File: config.mk
export PLATFORM = sky130hd
export DESIGN_NAME = normalized_entropy_score_core
export DESIGN_NICKNAME = d
export VERILOG_FILES = /design/src/hdl/nes_pkg.sv /design/src/hdl/nes_front.sv /design/src/hdl/nes_back.sv /design/src/hdl/normalized_entropy_score_core.sv
export SDC_FILE = /design/constraint.sdc
export NUM_CORES = 2
export LEC_CHECK = 0
export ABC_AREA = 1
export BUFFER_PORTS_ARGS = -buffer_cell sky130_fd_sc_hd__buf_4
export CAP_MARGIN = 20
export CORE_ASPECT_RATIO = 0.8
export CORE_UTILIZATION = 50
export DETAILED_ROUTE_END_ITERATION = 16
export GPL_TIMING_DRIVEN = 0
export HOLD_SLACK_MARGIN = 0.05
export PLACE_DENSITY = 0.7
export SETUP_SLACK_MARGIN = 0.2
export SLEW_MARGIN = 20
export SYNTH_ARGS = -nofsm -noshare
export SYNTH_HDL_FRONTEND = slang
export SYNTH_SLANG_ARGS = --single-unit
File: constraint.sdc
create_clock -name clk -period 21.8 [get_ports clk]
set_clock_uncertainty 0.05 [all_clocks]
set_input_delay 4.36 -clock clk [delete_from_list [all_inputs] [get_ports clk]]
set_output_delay 4.36 -clock clk [all_outputs]
set_load 0.01 [all_outputs]
File: src/hdl/nes_pkg.sv
// Shared types, constants and the fixed-point log2 function of the entropy score block.
package nes_pkg;

	// Widths of the log unit and the datapath
	localparam int unsigned LOG_IN_W  = 24;
	localparam int unsigned LOG_W     = 21;
	localparam int unsigned FRAC_W    = 16;
	localparam int unsigned TERM_W    = 25;
	localparam int unsigned SUM_W     = 32;
	localparam int unsigned DVD_W     = 43;
	localparam int unsigned NORM_W    = 31;
	localparam int unsigned SCORE_W   = 16;
	localparam int unsigned STATUS_W  = 2;
	localparam int unsigned DIV_IT_W  = 6;

	// Queue between front and back
	localparam int unsigned Q_DEPTH   = 4;
	localparam int unsigned Q_AW      = 2;

	// Numeric constants
	localparam logic [LOG_W-1:0]   LOG2E_Q16 = 21'd94548;
	localparam logic [SCORE_W-1:0] ONE_Q15   = 16'd32768;

	// Result status codes
	localparam logic [STATUS_W-1:0] ST_OK    = 2'd0;
	localparam logic [STATUS_W-1:0] ST_EMPTY = 2'd1;
	localparam logic [STATUS_W-1:0] ST_OVF   = 2'd2;

	// Register indexes
	localparam logic [1:0] REG_MODE  = 2'd0;
	localparam logic [1:0] REG_BASE  = 2'd1;
	localparam logic [1:0] REG_SLOPE = 2'd2;

	// Register reset values
	localparam logic [15:0] BASE_RST  = 16'd30147;
	localparam logic [15:0] SLOPE_RST = 16'd2621;

	// Classified item passed from front to back
	typedef struct packed {
		logic                is_end;
		logic                is_zero;
		logic [LOG_IN_W-1:0] weight;
	} item_t;

	// Configuration seen by the back part
	typedef struct packed {
		logic        mode;
		logic [15:0] base;
		logic [15:0] slope;
	} cfg_t;

	// log2(1 + i/16) in Q16
	function automatic logic [FRAC_W:0] frac_tab(input logic [4:0] i);
		logic [FRAC_W:0] v;
		unique case (i)
			5'd0:    v = 17'd0;
			5'd1:    v = 17'd5732;
			5'd2:    v = 17'd11136;
			5'd3:    v = 17'd16248;
			5'd4:    v = 17'd21098;
			5'd5:    v = 17'd25711;
			5'd6:    v = 17'd30109;
			5'd7:    v = 17'd34312;
			5'd8:    v = 17'd38336;
			5'd9:    v = 17'd42196;
			5'd10:   v = 17'd45904;
			5'd11:   v = 17'd49472;
			5'd12:   v = 17'd52911;
			5'd13:   v = 17'd56229;
			5'd14:   v = 17'd59434;
			5'd15:   v = 17'd62534;
			default: v = 17'd65536;
		endcase
		return v;
	endfunction

	// log2(x) in Q16 for x > 0: msb index plus interpolated table fraction
	function automatic logic [LOG_W-1:0] log2_q16(input logic [LOG_IN_W-1:0] x);
		logic [4:0]          p;
		logic [22:0]         nrm;
		logic [4:0]          idx;
		logic [18:0]         rem;
		logic [FRAC_W:0]     lo;
		logic [FRAC_W:0]     hi;
		logic [FRAC_W:0]     dif;
		logic [35:0]         prod;
		logic [FRAC_W:0]     interp;
		p = 5'd0;
		for (int i = 0; i < LOG_IN_W; i++) begin
			if (x[i]) begin
				p = 5'(i);
			end
		end
		nrm    = 23'(x << (5'd23 - p));
		idx    = {1'b0, nrm[22:19]};
		rem    = nrm[18:0];
		lo     = frac_tab(idx);
		hi     = frac_tab(idx + 5'd1);
		dif    = hi - lo;
		prod   = 36'(dif) * 36'(rem);
		interp = lo + 17'(prod >> 19);
		return LOG_W'({p, 16'd0}) + LOG_W'(interp);
	endfunction

endpackage

File: src/hdl/nes_front.sv
// Front part: accepts items, classifies them and queues them for the back part.
module nes_front import nes_pkg::*; #(
	parameter int unsigned WEIGHT_BITS = 16
) (
	input  logic        clk,
	input  logic        arst_n,
	input  logic        push,
	output logic        full,
	input  logic        kind,
	input  logic [15:0] weight,
	output logic        q_valid,
	output item_t       q_item,
	input  logic        q_pop
);

	item_t              mem_q [Q_DEPTH];
	logic [Q_AW-1:0]    wr_ptr_q;
	logic [Q_AW-1:0]    rd_ptr_q;
	logic [Q_AW:0]      cnt_q;
	logic               wr_en;
	logic               rd_en;
	logic [LOG_IN_W-1:0] w_ext;
	item_t              item_in;

	// Drop weight bits above the configured width and classify the item
	assign w_ext = LOG_IN_W'(weight) & ((LOG_IN_W'(1) << WEIGHT_BITS) - LOG_IN_W'(1));
	always_comb begin
		item_in.is_end  = kind;
		item_in.is_zero = (w_ext == '0);
		item_in.weight  = w_ext;
	end

	assign full    = (cnt_q == (Q_AW+1)'(Q_DEPTH));
	assign q_valid = (cnt_q != '0);
	assign q_item  = mem_q[rd_ptr_q];
	assign wr_en   = push && !full;
	assign rd_en   = q_pop && q_valid;

	// Store the accepted transaction
	always_ff @(posedge clk) begin
		if (wr_en) begin
			mem_q[wr_ptr_q] <= item_in;
		end
	end

	// Advance pointers and fill count
	always_ff @(posedge clk or negedge arst_n) begin
		if (!arst_n) begin
			wr_ptr_q <= '0;
			rd_ptr_q <= '0;
			cnt_q    <= '0;
		end else begin
			if (wr_en) begin
				wr_ptr_q <= wr_ptr_q + Q_AW'(1);
			end
			if (rd_en) begin
				rd_ptr_q <= rd_ptr_q + Q_AW'(1);
			end
			if (wr_en && !rd_en) begin
				cnt_q <= cnt_q + (Q_AW+1)'(1);
			end else if (!wr_en && rd_en) begin
				cnt_q <= cnt_q - (Q_AW+1)'(1);
			end
		end
	end

endmodule

File: src/hdl/nes_back.sv
// Back part: accumulates entropy terms, divides by log2(count) and maps the score.
module nes_back import nes_pkg::*; #(
	parameter int unsigned MAX_N       = 4096,
	parameter int unsigned WEIGHT_BITS = 16
) (
	input  logic                clk,
	input  logic                arst_n,
	input  logic                q_valid,
	input  item_t               q_item,
	output logic                q_pop,
	input  cfg_t                cfg,
	output logic                res_valid,
	output logic [SCORE_W-1:0]  res_score,
	output logic [STATUS_W-1:0] res_status,
	input  logic                res_pop
);

	localparam int unsigned CW = $clog2(MAX_N + 1);
	localparam int unsigned PW = WEIGHT_BITS + LOG_W;

	typedef enum logic [5:0] {
		S_RUN   = 6'b000001,
		S_DRAIN = 6'b000010,
		S_LOG   = 6'b000100,
		S_DIV   = 6'b001000,
		S_MUL   = 6'b010000,
		S_DONE  = 6'b100000
	} state_t;

	state_t                 state_q;
	logic [SUM_W-1:0]       sum_q;
	logic [CW-1:0]          cnt_q;
	logic                   ovf_q;
	logic                   v_s1;
	logic [LOG_W-1:0]       log_s1;
	logic [WEIGHT_BITS-1:0] w_s1;
	logic                   v_s2;
	logic [TERM_W-1:0]      term_s2;
	logic [LOG_W-1:0]       div_q;
	logic [LOG_W-1:0]       rem_q;
	logic [DVD_W-1:0]       dq_q;
	logic [DIV_IT_W-1:0]    it_q;
	logic [NORM_W-1:0]      norm_q;
	logic [46:0]            prod_q;
	logic                   out_v_q;
	logic [SCORE_W-1:0]     score_q;
	logic [STATUS_W-1:0]    status_q;

	logic                   at_max;
	logic                   issue;
	logic [LOG_IN_W-1:0]    log_in;
	logic [LOG_W-1:0]       log_res;
	logic [LOG_W-1:0]       linv;
	logic [PW-1:0]          wprod;
	logic [SUM_W:0]         sum_add;
	logic [LOG_W:0]         shifted;
	logic                   ge;
	logic [NORM_W-1:0]      norm_c;
	logic [SUM_W:0]         map_sum;
	logic [SCORE_W-1:0]     score_c;
	logic                   out_free;

	// Pop every queued item while running
	assign q_pop  = (state_q == S_RUN) && q_valid;
	assign at_max = (cnt_q >= CW'(MAX_N));
	assign issue  = q_pop && !q_item.is_end && !at_max && !q_item.is_zero;

	// Share the log unit between weights and the final count
	assign log_in  = (state_q == S_LOG) ? LOG_IN_W'(cnt_q) : q_item.weight;
	assign log_res = log2_q16(log_in);

	// Term: p * log2(1/p) with p = w / 2^WEIGHT_BITS, scaled to Q.20
	assign linv    = LOG_W'(WEIGHT_BITS << FRAC_W) - log_s1;
	assign wprod   = PW'(w_s1) * PW'(linv);
	assign sum_add = (SUM_W+1)'(sum_q) + (SUM_W+1)'(term_s2);

	// One restoring divide step
	assign shifted = {rem_q, dq_q[DVD_W-1]};
	assign ge      = (shifted >= (LOG_W+1)'(div_q));

	// Clamp the quotient: above this the mapped score caps regardless
	assign norm_c  = (|dq_q[DVD_W-1:NORM_W]) ? '1 : dq_q[NORM_W-1:0];

	// Final score
	always_comb begin
		map_sum = (SUM_W+1)'(cfg.base) + (SUM_W+1)'(prod_q[46:15]);
		if (!cfg.mode) begin
			score_c = (norm_q > NORM_W'(ONE_Q15)) ? ONE_Q15 : SCORE_W'(norm_q);
		end else begin
			score_c = (map_sum > (SUM_W+1)'(ONE_Q15)) ? ONE_Q15 : SCORE_W'(map_sum);
		end
	end

	assign out_free   = !out_v_q || res_pop;
	assign res_valid  = out_v_q;
	assign res_score  = score_q;
	assign res_status = status_q;

	// Term pipeline payload
	always_ff @(posedge clk) begin
		log_s1  <= log_res;
		w_s1    <= q_item.weight[WEIGHT_BITS-1:0];
		term_s2 <= TERM_W'(wprod >> (WEIGHT_BITS - 4));
	end

	// Control, accumulator, divider and result register
	always_ff @(posedge clk or negedge arst_n) begin
		if (!arst_n) begin
			state_q  <= S_RUN;
			sum_q    <= '0;
			cnt_q    <= '0;
			ovf_q    <= 1'b0;
			v_s1     <= 1'b0;
			v_s2     <= 1'b0;
			div_q    <= '0;
			rem_q    <= '0;
			dq_q     <= '0;
			it_q     <= '0;
			norm_q   <= '0;
			prod_q   <= '0;
			out_v_q  <= 1'b0;
			score_q  <= '0;
			status_q <= ST_OK;
		end else begin
			v_s1 <= issue;
			v_s2 <= v_s1;
			if (v_s2) begin
				sum_q <= sum_add[SUM_W] ? '1 : sum_add[SUM_W-1:0];
			end
			// Load a new result or drop the one taken
			if ((state_q == S_DONE) && out_free) begin
				out_v_q <= 1'b1;
			end else if (res_pop && out_v_q) begin
				out_v_q <= 1'b0;
			end
			unique case (state_q)
				S_RUN: begin
					if (q_pop) begin
						if (q_item.is_end) begin
							state_q <= S_DRAIN;
						end else if (at_max) begin
							ovf_q <= 1'b1;
						end else begin
							cnt_q <= cnt_q + CW'(1);
						end
					end
				end
				S_DRAIN: begin
					if (!v_s1 && !v_s2) begin
						state_q <= (cnt_q == '0) ? S_DONE : S_LOG;
					end
				end
				S_LOG: begin
					div_q   <= (cnt_q == CW'(1)) ? LOG2E_Q16 : log_res;
					dq_q    <= {sum_q, 11'd0};
					rem_q   <= '0;
					it_q    <= '0;
					state_q <= S_DIV;
				end
				S_DIV: begin
					rem_q <= ge ? LOG_W'(shifted - (LOG_W+1)'(div_q)) : LOG_W'(shifted);
					dq_q  <= {dq_q[DVD_W-2:0], ge};
					it_q  <= it_q + DIV_IT_W'(1);
					if (it_q == DIV_IT_W'(DVD_W - 1)) begin
						state_q <= S_MUL;
					end
				end
				S_MUL: begin
					norm_q  <= norm_c;
					prod_q  <= 47'(cfg.slope) * 47'(norm_c);
					state_q <= S_DONE;
				end
				S_DONE: begin
					if (out_free) begin
						if (cnt_q == '0) begin
							score_q  <= '0;
							status_q <= ST_EMPTY;
						end else begin
							score_q  <= score_c;
							status_q <= ovf_q ? ST_OVF : ST_OK;
						end
						sum_q   <= '0;
						cnt_q   <= '0;
						ovf_q   <= 1'b0;
						state_q <= S_RUN;
					end
				end
				default: begin
					state_q <= S_RUN;
				end
			endcase
		end
	end

endmodule

File: src/hdl/normalized_entropy_score_core.sv
// Weights enter one per cycle while the queue is not full and pass the
// queue, log and term stages to the accumulator. An end item drains the
// term pipeline, takes log2(count), runs a one-bit-per-cycle divider and
// maps the score. Items queue in a 4-entry buffer while an end item is
// worked off; arst_n clears all control state and loads register defaults.
module normalized_entropy_score_core import nes_pkg::*; #(
	parameter int unsigned MAX_N       = 4096,
	parameter int unsigned WEIGHT_BITS = 16
) (
	input  logic                clk,
	input  logic                arst_n,
	input  logic                push,
	output logic                full,
	input  logic                kind,
	input  logic [15:0]         weight,
	output logic                empty,
	input  logic                pop,
	output logic [SCORE_W-1:0]  score,
	output logic [STATUS_W-1:0] status,
	input  logic                psel,
	input  logic                penable,
	input  logic                pwrite,
	input  logic [3:0]          paddr,
	input  logic [31:0]         pwdata,
	output logic [31:0]         prdata,
	output logic                pready
);

	cfg_t       cfg_q;
	logic       cfg_wr;
	logic       q_valid;
	item_t      q_item;
	logic       q_pop;
	logic       res_valid;

	// Register writes
	assign pready = 1'b1;
	assign cfg_wr = psel && penable && pwrite && pready;

	always_ff @(posedge clk or negedge arst_n) begin
		if (!arst_n) begin
			cfg_q.mode  <= 1'b0;
			cfg_q.base  <= BASE_RST;
			cfg_q.slope <= SLOPE_RST;
		end else if (cfg_wr) begin
			unique case (paddr[3:2])
				REG_MODE:  cfg_q.mode  <= pwdata[0];
				REG_BASE:  cfg_q.base  <= pwdata[15:0];
				REG_SLOPE: cfg_q.slope <= pwdata[15:0];
				default:   cfg_q.mode  <= cfg_q.mode;
			endcase
		end
	end

	// Register reads
	always_comb begin
		unique case (paddr[3:2])
			REG_MODE:  prdata = 32'(cfg_q.mode);
			REG_BASE:  prdata = 32'(cfg_q.base);
			REG_SLOPE: prdata = 32'(cfg_q.slope);
			default:   prdata = '0;
		endcase
	end

	nes_front #(
		.WEIGHT_BITS(WEIGHT_BITS)
	) u_front (
		.clk     (clk),
		.arst_n  (arst_n),
		.push    (push),
		.full    (full),
		.kind    (kind),
		.weight  (weight),
		.q_valid (q_valid),
		.q_item  (q_item),
		.q_pop   (q_pop)
	);

	nes_back #(
		.MAX_N       (MAX_N),
		.WEIGHT_BITS (WEIGHT_BITS)
	) u_back (
		.clk        (clk),
		.arst_n     (arst_n),
		.q_valid    (q_valid),
		.q_item     (q_item),
		.q_pop      (q_pop),
		.cfg        (cfg_q),
		.res_valid  (res_valid),
		.res_score  (score),
		.res_status (status),
		.res_pop    (pop)
	);

	assign empty = !res_valid;

	// Score never exceeds 1.0
	a_score_cap: assert property (@(posedge clk) disable iff (!arst_n)
		!empty |-> score <= ONE_Q15)
		else $error("score above 1.0");

	// Status is a defined code
	a_status_code: assert property (@(posedge clk) disable iff (!arst_n)
		!empty |-> (status == ST_OK || status == ST_EMPTY || status == ST_OVF))
		else $error("undefined status");

	// An empty vector scores zero
	a_empty_zero: assert property (@(posedge clk) disable iff (!arst_n)
		(!empty && status == ST_EMPTY) |-> score == '0)
		else $error("empty vector with nonzero score");

	// A waiting result holds until taken
	a_result_hold: assert property (@(posedge clk) disable iff (!arst_n)
		(!empty && !pop) |=> (!empty && $stable(score) && $stable(status)))
		else $error("result changed while waiting");

endmodule
# Word level (Yosys, flattened, before mapping)

Memories as Yosys holds them, arrays and structs flattened.
Cells that the tools add are included.

$add $sub $neg: 15
Multiply operators: 3
Magnitude comparators: 4
Eq/ne operators: 19
Shift operators: 1
Multiplexer cells: 65
Reduce and logical (&&, ||, !) cells: 39

Operators with widths:

| operator               | count |
|---|---|
| $mux W32               | 4 |
| $mux W5                | 22 |
| $pmux W43 S2           | 1 |
| $mux W16               | 4 |
| $mux W13               | 4 |
| $pmux W16 S3           | 1 |
| $mul A16 B31 Y47       | 1 |
| $mux W21               | 2 |
| $pmux W21 S2           | 1 |
| $mul A16 B21 Y37       | 1 |
| $mul A17 B19 Y36       | 1 |
| $mux W6                | 6 |
| $pmux W6 S6            | 1 |
| $add A16 B32 Y33       | 1 |
| $add A32 B25 Y33       | 1 |
| $gt A33 B16 Y1 const B | 1 |
| $gt A31 B16 Y1 const B | 1 |
| $mux W31               | 1 |
| $pmux W13 S2           | 1 |
| $logic_not A24 Y1      | 1 |
| $mux W24               | 1 |
| $shl A24 B5 Y23        | 1 |
| $ge A22 B21 Y1         | 1 |
| $add A21 B17 Y21       | 1 |
| 40 further kinds       | 86 |

Register bits: 344
Memory bits (writable): 72
Bits in read-only memories: 512
Bits of input ports: 60
Output and inout port bits: 53
Logic and storage cells: 173
Memories kept: 3

Memories:

| memory           | words | bits a word | rd ports | clocked after Yosys merged registers in | write ports | RTL line        | text |
|---|---|---|---|---|---|---|---|
| (name not given) | 16    | 16          | 1        | 0                                       | 0           | nes_pkg.sv:55   | `unique case (i)` |
| (name not given) | 16    | 16          | 1        | 0                                       | 0           | nes_pkg.sv:55   |  |
| u_front.mem_q    | 4     | 18          | 1        | 0                                       | 1           | nes_front.sv:16 | `item_t mem_q [Q_DEPTH];` |

# Logic depth before layout (Yosys ltp)

An unclocked memory read counts as a cell.

Word-level depth: 35
Mapped depth: 88

# By module

Synthesis repeated with hierarchy kept, for this count alone.

Cells, all modules: 7,263
Area total of the unflattened synthesis: 58,213.3 um^2

Modules (own cells, without submodules):

| module                        | instances | cells each | area an instance (um^2) | sequential area each (um^2) |
|---|---|---|---|---|
| nes_back                      | 1         | 6,735      | 53,080.9                | 6,922.9 |
| nes_front                     | 1         | 305        | 3,407.0                 | 2,337.2 |
| normalized_entropy_score_core | 1         | 223        | 1,725.4                 | 845.8 |

# Worst setup path before layout

OpenSTA, ideal clock, no wires.

Kind: flip-flop to flip-flop
From: reg u_back.state_q[0]
To: reg u_back.div_q[18]
Arrival: 12.445 ns
Setup slack: 9.164 ns
Stages on the path, launching flop included: 73
Path buffers: 6
Path through: dfstp_2 > nor2_4 > nand3_4 > buf_6 > buf_6 > buf_6 > nand2_1 > o21ai_2 > inv_2 > nor2_2 > nand2_2 > nor2_1 > buf_4 > inv_2 > buf_4 > o21ai_1 > nand2_2 > ha_1 > (+37 left out) > a21boi_0 > xnor2_1 > ha_1 > a21oi_1 > a21boi_0 > o21ai_0 > a21boi_0 > o21ai_0 > a21oi_1 > o21bai_1 > nand2_1 > nand2_1 > a21oi_1 > xor2_1 > nor2_1 > ha_1 > xor2_1 > o22ai_1

Longest elaborated chain between the ends: 35
Elaborated cells between the ends (all ways): 36
Classes of those cells: 5 x add/sub; 1 x mul; 1 x eq/ne; 1 x shift; 26 x mux; 2 x memory

Ends and longest elaborated chain:

| element                  | RTL line                        | text |
|---|---|---|
| start: declaration       | nes_back.sv:30                  | `state_t state_q;` |
| start signal: assignment | nes_back.sv:150                 | `state_q <= (cnt_q == '0) ? S_DONE : S_LOG;` |
| $eq A6 B3 Y1 (*)         | nes_back.sv:69, nes_back.sv:136 |  |
| $mux W24                 | nes_back.sv:69                  | `assign log_in = (state_q == S_LOG) ? LOG_IN_W'(cnt_q) : q_item.weight;` |
| $mux W1                  | nes_pkg.sv:90                   | `if (x[i]) begin` |
| $mux W5 (22 in a row)    | nes_pkg.sv:90                   |  |
| $sub A5 B5 Y5            | nes_pkg.sv:94                   | `nrm = 23'(x << (5'd23 - p));` |
| $shl A24 B5 Y23          | nes_pkg.sv:94                   |  |
| $add A4 B1 Y5            | nes_pkg.sv:98                   | `hi = frac_tab(idx + 5'd1);` |
| $mem_v2 Z16 W16          | -                               |  |
| $mux W17                 | nes_pkg.sv:55                   |  |
| $sub A17 B17 Y17         | nes_pkg.sv:99                   | `dif = hi - lo;` |
| $mul A17 B19 Y36         | nes_pkg.sv:100                  | `prod = 36'(dif) * 36'(rem);` |
| $add A17 B17 Y17         | nes_pkg.sv:101                  | `interp = lo + 17'(prod >> 19);` |
| $add A21 B17 Y21         | nes_pkg.sv:102                  | `return LOG_W'({p, 16'd0}) + LOG_W'(interp);` |
| $mux W21                 | nes_back.sv:154                 | `div_q <= (cnt_q == CW'(1)) ? LOG2E_Q16 : log_res;` |
| end signal: assignment   | nes_back.sv:154                 |  |
| end: declaration         | nes_back.sv:39                  | `logic [LOG_W-1:0] div_q;` |

Every way passes the cells marked *; elsewhere a longest branch is shown, timed or not.
A chain may end at the register's enable or synchronous reset.

==> report_table.html <==
<table>
<tr><th>Metric</th><th>Value</th></tr>
<tr><th colspan="2">Global route</th></tr>
<tr><td>Total congestion overflow</td><td>0</td></tr>
<tr><td>Antenna violations before repair</td><td>1</td></tr>
<tr><td>First-pass GRT wire length</td><td>263000 um</td></tr>
<tr><td>Largest net degree at the start of global routing</td><td>84</td></tr>
<tr><td>Vias in the first global route</td><td>47800</td></tr>
<tr><td>Overall global routing resource usage</td><td>0.287</td></tr>
<tr><th colspan="2">Worst setup path</th></tr>
<tr><td>CP max stage cell</td><td>o22ai_1</td></tr>
<tr><td>Kind of launch point of the worst setup path</td><td>flip-flop</td></tr>
<tr><td>CP arrival</td><td>16.02 ns</td></tr>
<tr><td>CP Max Fanout</td><td>10</td></tr>
<tr><td>Worst endpoint required time</td><td>22.20 ns</td></tr>
<tr><td>CP Capture Type</td><td>flip-flop</td></tr>
<tr><td>Highest cell delay on the worst timing path</td><td>0.57 ns</td></tr>
<tr><td>Most common cell on crit path</td><td>nand2_1</td></tr>
<tr><td>Setup CP Type</td><td>reg2reg</td></tr>
<tr><th colspan="2">Routing</th></tr>
<tr><td>First-pass detailed-route iteration total</td><td>6</td></tr>
<tr><td>Drt total wl</td><td>164000 um</td></tr>
<tr><td>DR vias/cell</td><td>5.32</td></tr>
<tr><td>First DRT Iteration DRCs</td><td>4294</td></tr>
<tr><td>WL/cell</td><td>18.3 um</td></tr>
<tr><td>Remaining antenna violation count after routing</td><td>0</td></tr>
<tr><td>Residual DRC count</td><td>0</td></tr>
<tr><td>Total via count in the routed design</td><td>47700</td></tr>
<tr><th colspan="2">Clocking</th></tr>
<tr><td>CTS root buf</td><td>clkbuf_16</td></tr>
<tr><td>CTS Buf Count</td><td>46</td></tr>
<tr><td>Count of hold buffers inserted by post-cts repair</td><td>0</td></tr>
<tr><td>Max Buffers Root-to-Sink</td><td>3</td></tr>
<tr><td>Reg clk slew, reported paths</td><td>0.06 ns</td></tr>
<tr><td>Number of setup buffers added after CTS</td><td>0</td></tr>
<tr><td>Total of cells resized after clock tree synthesis</td><td>0</td></tr>
<tr><td># H-tree levels</td><td>2</td></tr>
<tr><td>Number of clock sinks</td><td>401</td></tr>
<tr><td>TritonCTS clock tree</td><td>yes</td></tr>
<tr><td>Clock insertion delay at the later pin of the skew report</td><td>0.61 ns</td></tr>
<tr><th colspan="2">STA</th></tr>
<tr><td>Hold Slack</td><td>0.426 ns</td></tr>
<tr><td>Total Negative Setup Slacks</td><td>0 ns</td></tr>
<tr><td>Post-route clock period utilization</td><td>0.717</td></tr>
<tr><td>Worst setup margin</td><td>6.18 ns</td></tr>
<tr><td>Final slew viol count</td><td>0</td></tr>
<tr><td>Final critical-path required period</td><td>15.62 ns</td></tr>
<tr><td>Unrepaired setup endpoints after global routing</td><td>false</td></tr>
<tr><td>Relative slew margins</td><td>0.202</td></tr>
<tr><td>Final setup fails</td><td>0</td></tr>
<tr><td>Worst slew pin tran</td><td>1.20 ns</td></tr>
<tr><td>Highest clock rate</td><td>64.0 MHz</td></tr>
<tr><td>Final Hold Viols</td><td>0</td></tr>
<tr><th colspan="2">Floorplanning</th></tr>
<tr><td>Number of primary I/O pins</td><td>113</td></tr>
<tr><td>Starting density of the core</td><td>0.505</td></tr>
<tr><td># rows</td><td>111</td></tr>
<tr><td>X dimension of the die</td><td>382 um</td></tr>
<tr><td>Std-Cell Core Area</td><td>115000 um2</td></tr>
<tr><td>Die Ht</td><td>306 um</td></tr>
<tr><td>Die footprint</td><td>117000 um2</td></tr>
<tr><th colspan="2">Yosys</th></tr>
<tr><td>Synth Area per Inst</td><td>8.13 um2</td></tr>
<tr><td>Async set-or-reset flop fraction in the synthesized netlist</td><td>0.666</td></tr>
<tr><td>Fraction of synthesized cell area taken by the top area cell type</td><td>0.320</td></tr>
<tr><td>Primary flip-flop cell chosen by synthesis mapping</td><td>dfrtp_1</td></tr>
<tr><td>Gate count after technology mapping</td><td>7113</td></tr>
<tr><td>Flops &amp; latches, synth</td><td>401</td></tr>
<tr><td>Largest cells by area after synthesis</td><td>fa_1, nand2_1, dfrtp_1</td></tr>
<tr><td>Mapped Area</td><td>57800 um2</td></tr>
<tr><td>Sequential fraction of the synthesis area</td><td>0.175</td></tr>
<tr><td>Number of enable-type register cells in the synthesized netlist</td><td>72</td></tr>
<tr><td>Synth Warn #</td><td>0</td></tr>
<tr><td>Cell variety after synth</td><td>71</td></tr>
<tr><td>Synth area leader</td><td>fa_1</td></tr>
<tr><th colspan="2">Finish</th></tr>
<tr><td>Area growth from synthesis to final layout</td><td>8.27%</td></tr>
<tr><td>Proportion of layout cells with a drive suffix above 1</td><td>0.0427</td></tr>
<tr><td>Commonest non-fill, non-tap cell in the layout</td><td>nand2_1</td></tr>
<tr><td>Leading cell types in the layout, fill and taps excluded</td><td>nand2_1, inv_1, fa_1, ha_1, nor2_1</td></tr>
<tr><td>Core occupancy in the finished layout</td><td>0.546</td></tr>
<tr><td>Final-stage net count</td><td>8827</td></tr>
<tr><th colspan="2">Place</th></tr>
<tr><td>Detailed placer's ending HPWL</td><td>138000 um</td></tr>
<tr><td>Gp weighted congestion</td><td>0.987</td></tr>
<tr><td>Post-place setup slack</td><td>6.43 ns</td></tr>
<tr><td>Buffers added on ports</td><td>77</td></tr>
<tr><th colspan="2">Hold path</th></tr>
<tr><td>HP Class</td><td>reg2reg</td></tr>
<tr><th colspan="2">Outcome</th></tr>
<tr><td>Result of the run</td><td>finished, final reports clean</td></tr>
<tr><th colspan="2">Run</th></tr>
<tr><td>Max Cap Viol</td><td>0</td></tr>
</table>
metal layers:
layer  GRT usage  routed length, um  up-vias
met4      0.0713               4360        2
met5           0                 13        -
li1            -                  -    21900
met2       0.411              67200     2090
met1       0.426              72900    23400
met3      0.0802              19300      242
cells in the mapped netlist, drive strengths merged (5+ instances only):
cell type,instances
nand2,1721
inv,1672
fa,924
ha,448
nor2,377
o21ai,290
a21oi,282
dfrtp,250
clkbuf,196
nand3,192
xor2,113
xnor2,75
edfxtp,72
dfxtp,62
buf,51
o22ai,49
o221ai,44
nor3,36
nand4,34
nor4,30
a31oi,20
o21bai,19
dfstp,17
a221oi,16
a21o,14
clkinv,14
o21a,14
a21boi,13
o211ai,12
or2,12
o31ai,8
a32o,7
o2111ai,5
cell type report:
cell class | instances | area, um2
fill | 10600 | 52000
multi-input combinational | 4928 | 40800
sequential | 401 | 10100
inverter | 1686 | 6330
tap | 1525 | 1910
clock buffer | 57 | 1240
buffer | 247 | 1120
timing repair buffer | 85 | 718
clock inverter | 28 | 330
antenna | 1 | 2.50
worst paths after layout:
check	startpoint	slack [ns]	end	depth (start not counted)
max in group asynchronous	arst_n	16.89	u_back.res_status[0]	3
min	u_back.it_q[5]	0.43	u_back.it_q[5]	1
max	u_front.rd_ptr_q[1]	6.18	u_back.div_q[18]	70
min in group asynchronous	arst_n	3.63	cfg_q[19]	1
min reg2reg	u_back.it_q[5]	0.43	u_back.it_q[5]	1
max reg2reg	u_front.rd_ptr_q[1]	6.18	u_back.div_q[18]	70
logic make-up (layout without fill, tap and decap cells):
family	count (synthesis)	in the layout	synth area share
and+or+nand+nor	2411	2411	0.169
buffers and inverters	1933	2103	0.129
adders and majority gates	1372	1372	0.417
AOI/OAI and AO/OA	805	805	0.0817
DFF	401	401	0.175
xor gates and xnor gates	188	188	0.0285
other	2	152	0.000130
muxes	1	1	0.000195
through the flow:
step                instance area (um2)  cells
floorplan                         58400   7262
global placement                  60900   8864
detailed placement                61000   8872
CTS                               62600   8957
finish                            62600   8958
global route                      62600   8957
flip-flops by register name, indices dropped and copies added, names as in the netlist, 25 cells and up:
signal / flops
u_back.dq_q: 43
cfg_q: 33
u_back.term_s2: 25
u_back.norm_q: 31
u_back.prod_q: 32
u_front.mem_q: 72
u_back.sum_q: 32
worst max-delay path: cells and delay by family, from the launching register on:
| kind | cells | cell delay [ns] |
|---|---|---|
| buffers and inverters | 16 | 2.67 |
| XOR/XNOR | 4 | 0.87 |
| adder cells (fa/ha/maj) | 13 | 4.98 |
| AND/OR/NAND/NOR | 17 | 2.08 |
| AO/OA/AOI/OAI | 20 | 4.41 |
| flip-flops | 1 | 0.35 |
Power is not shown: default switching activity piles up to over one toggle a cycle in this logic, so the estimate is an artifact.
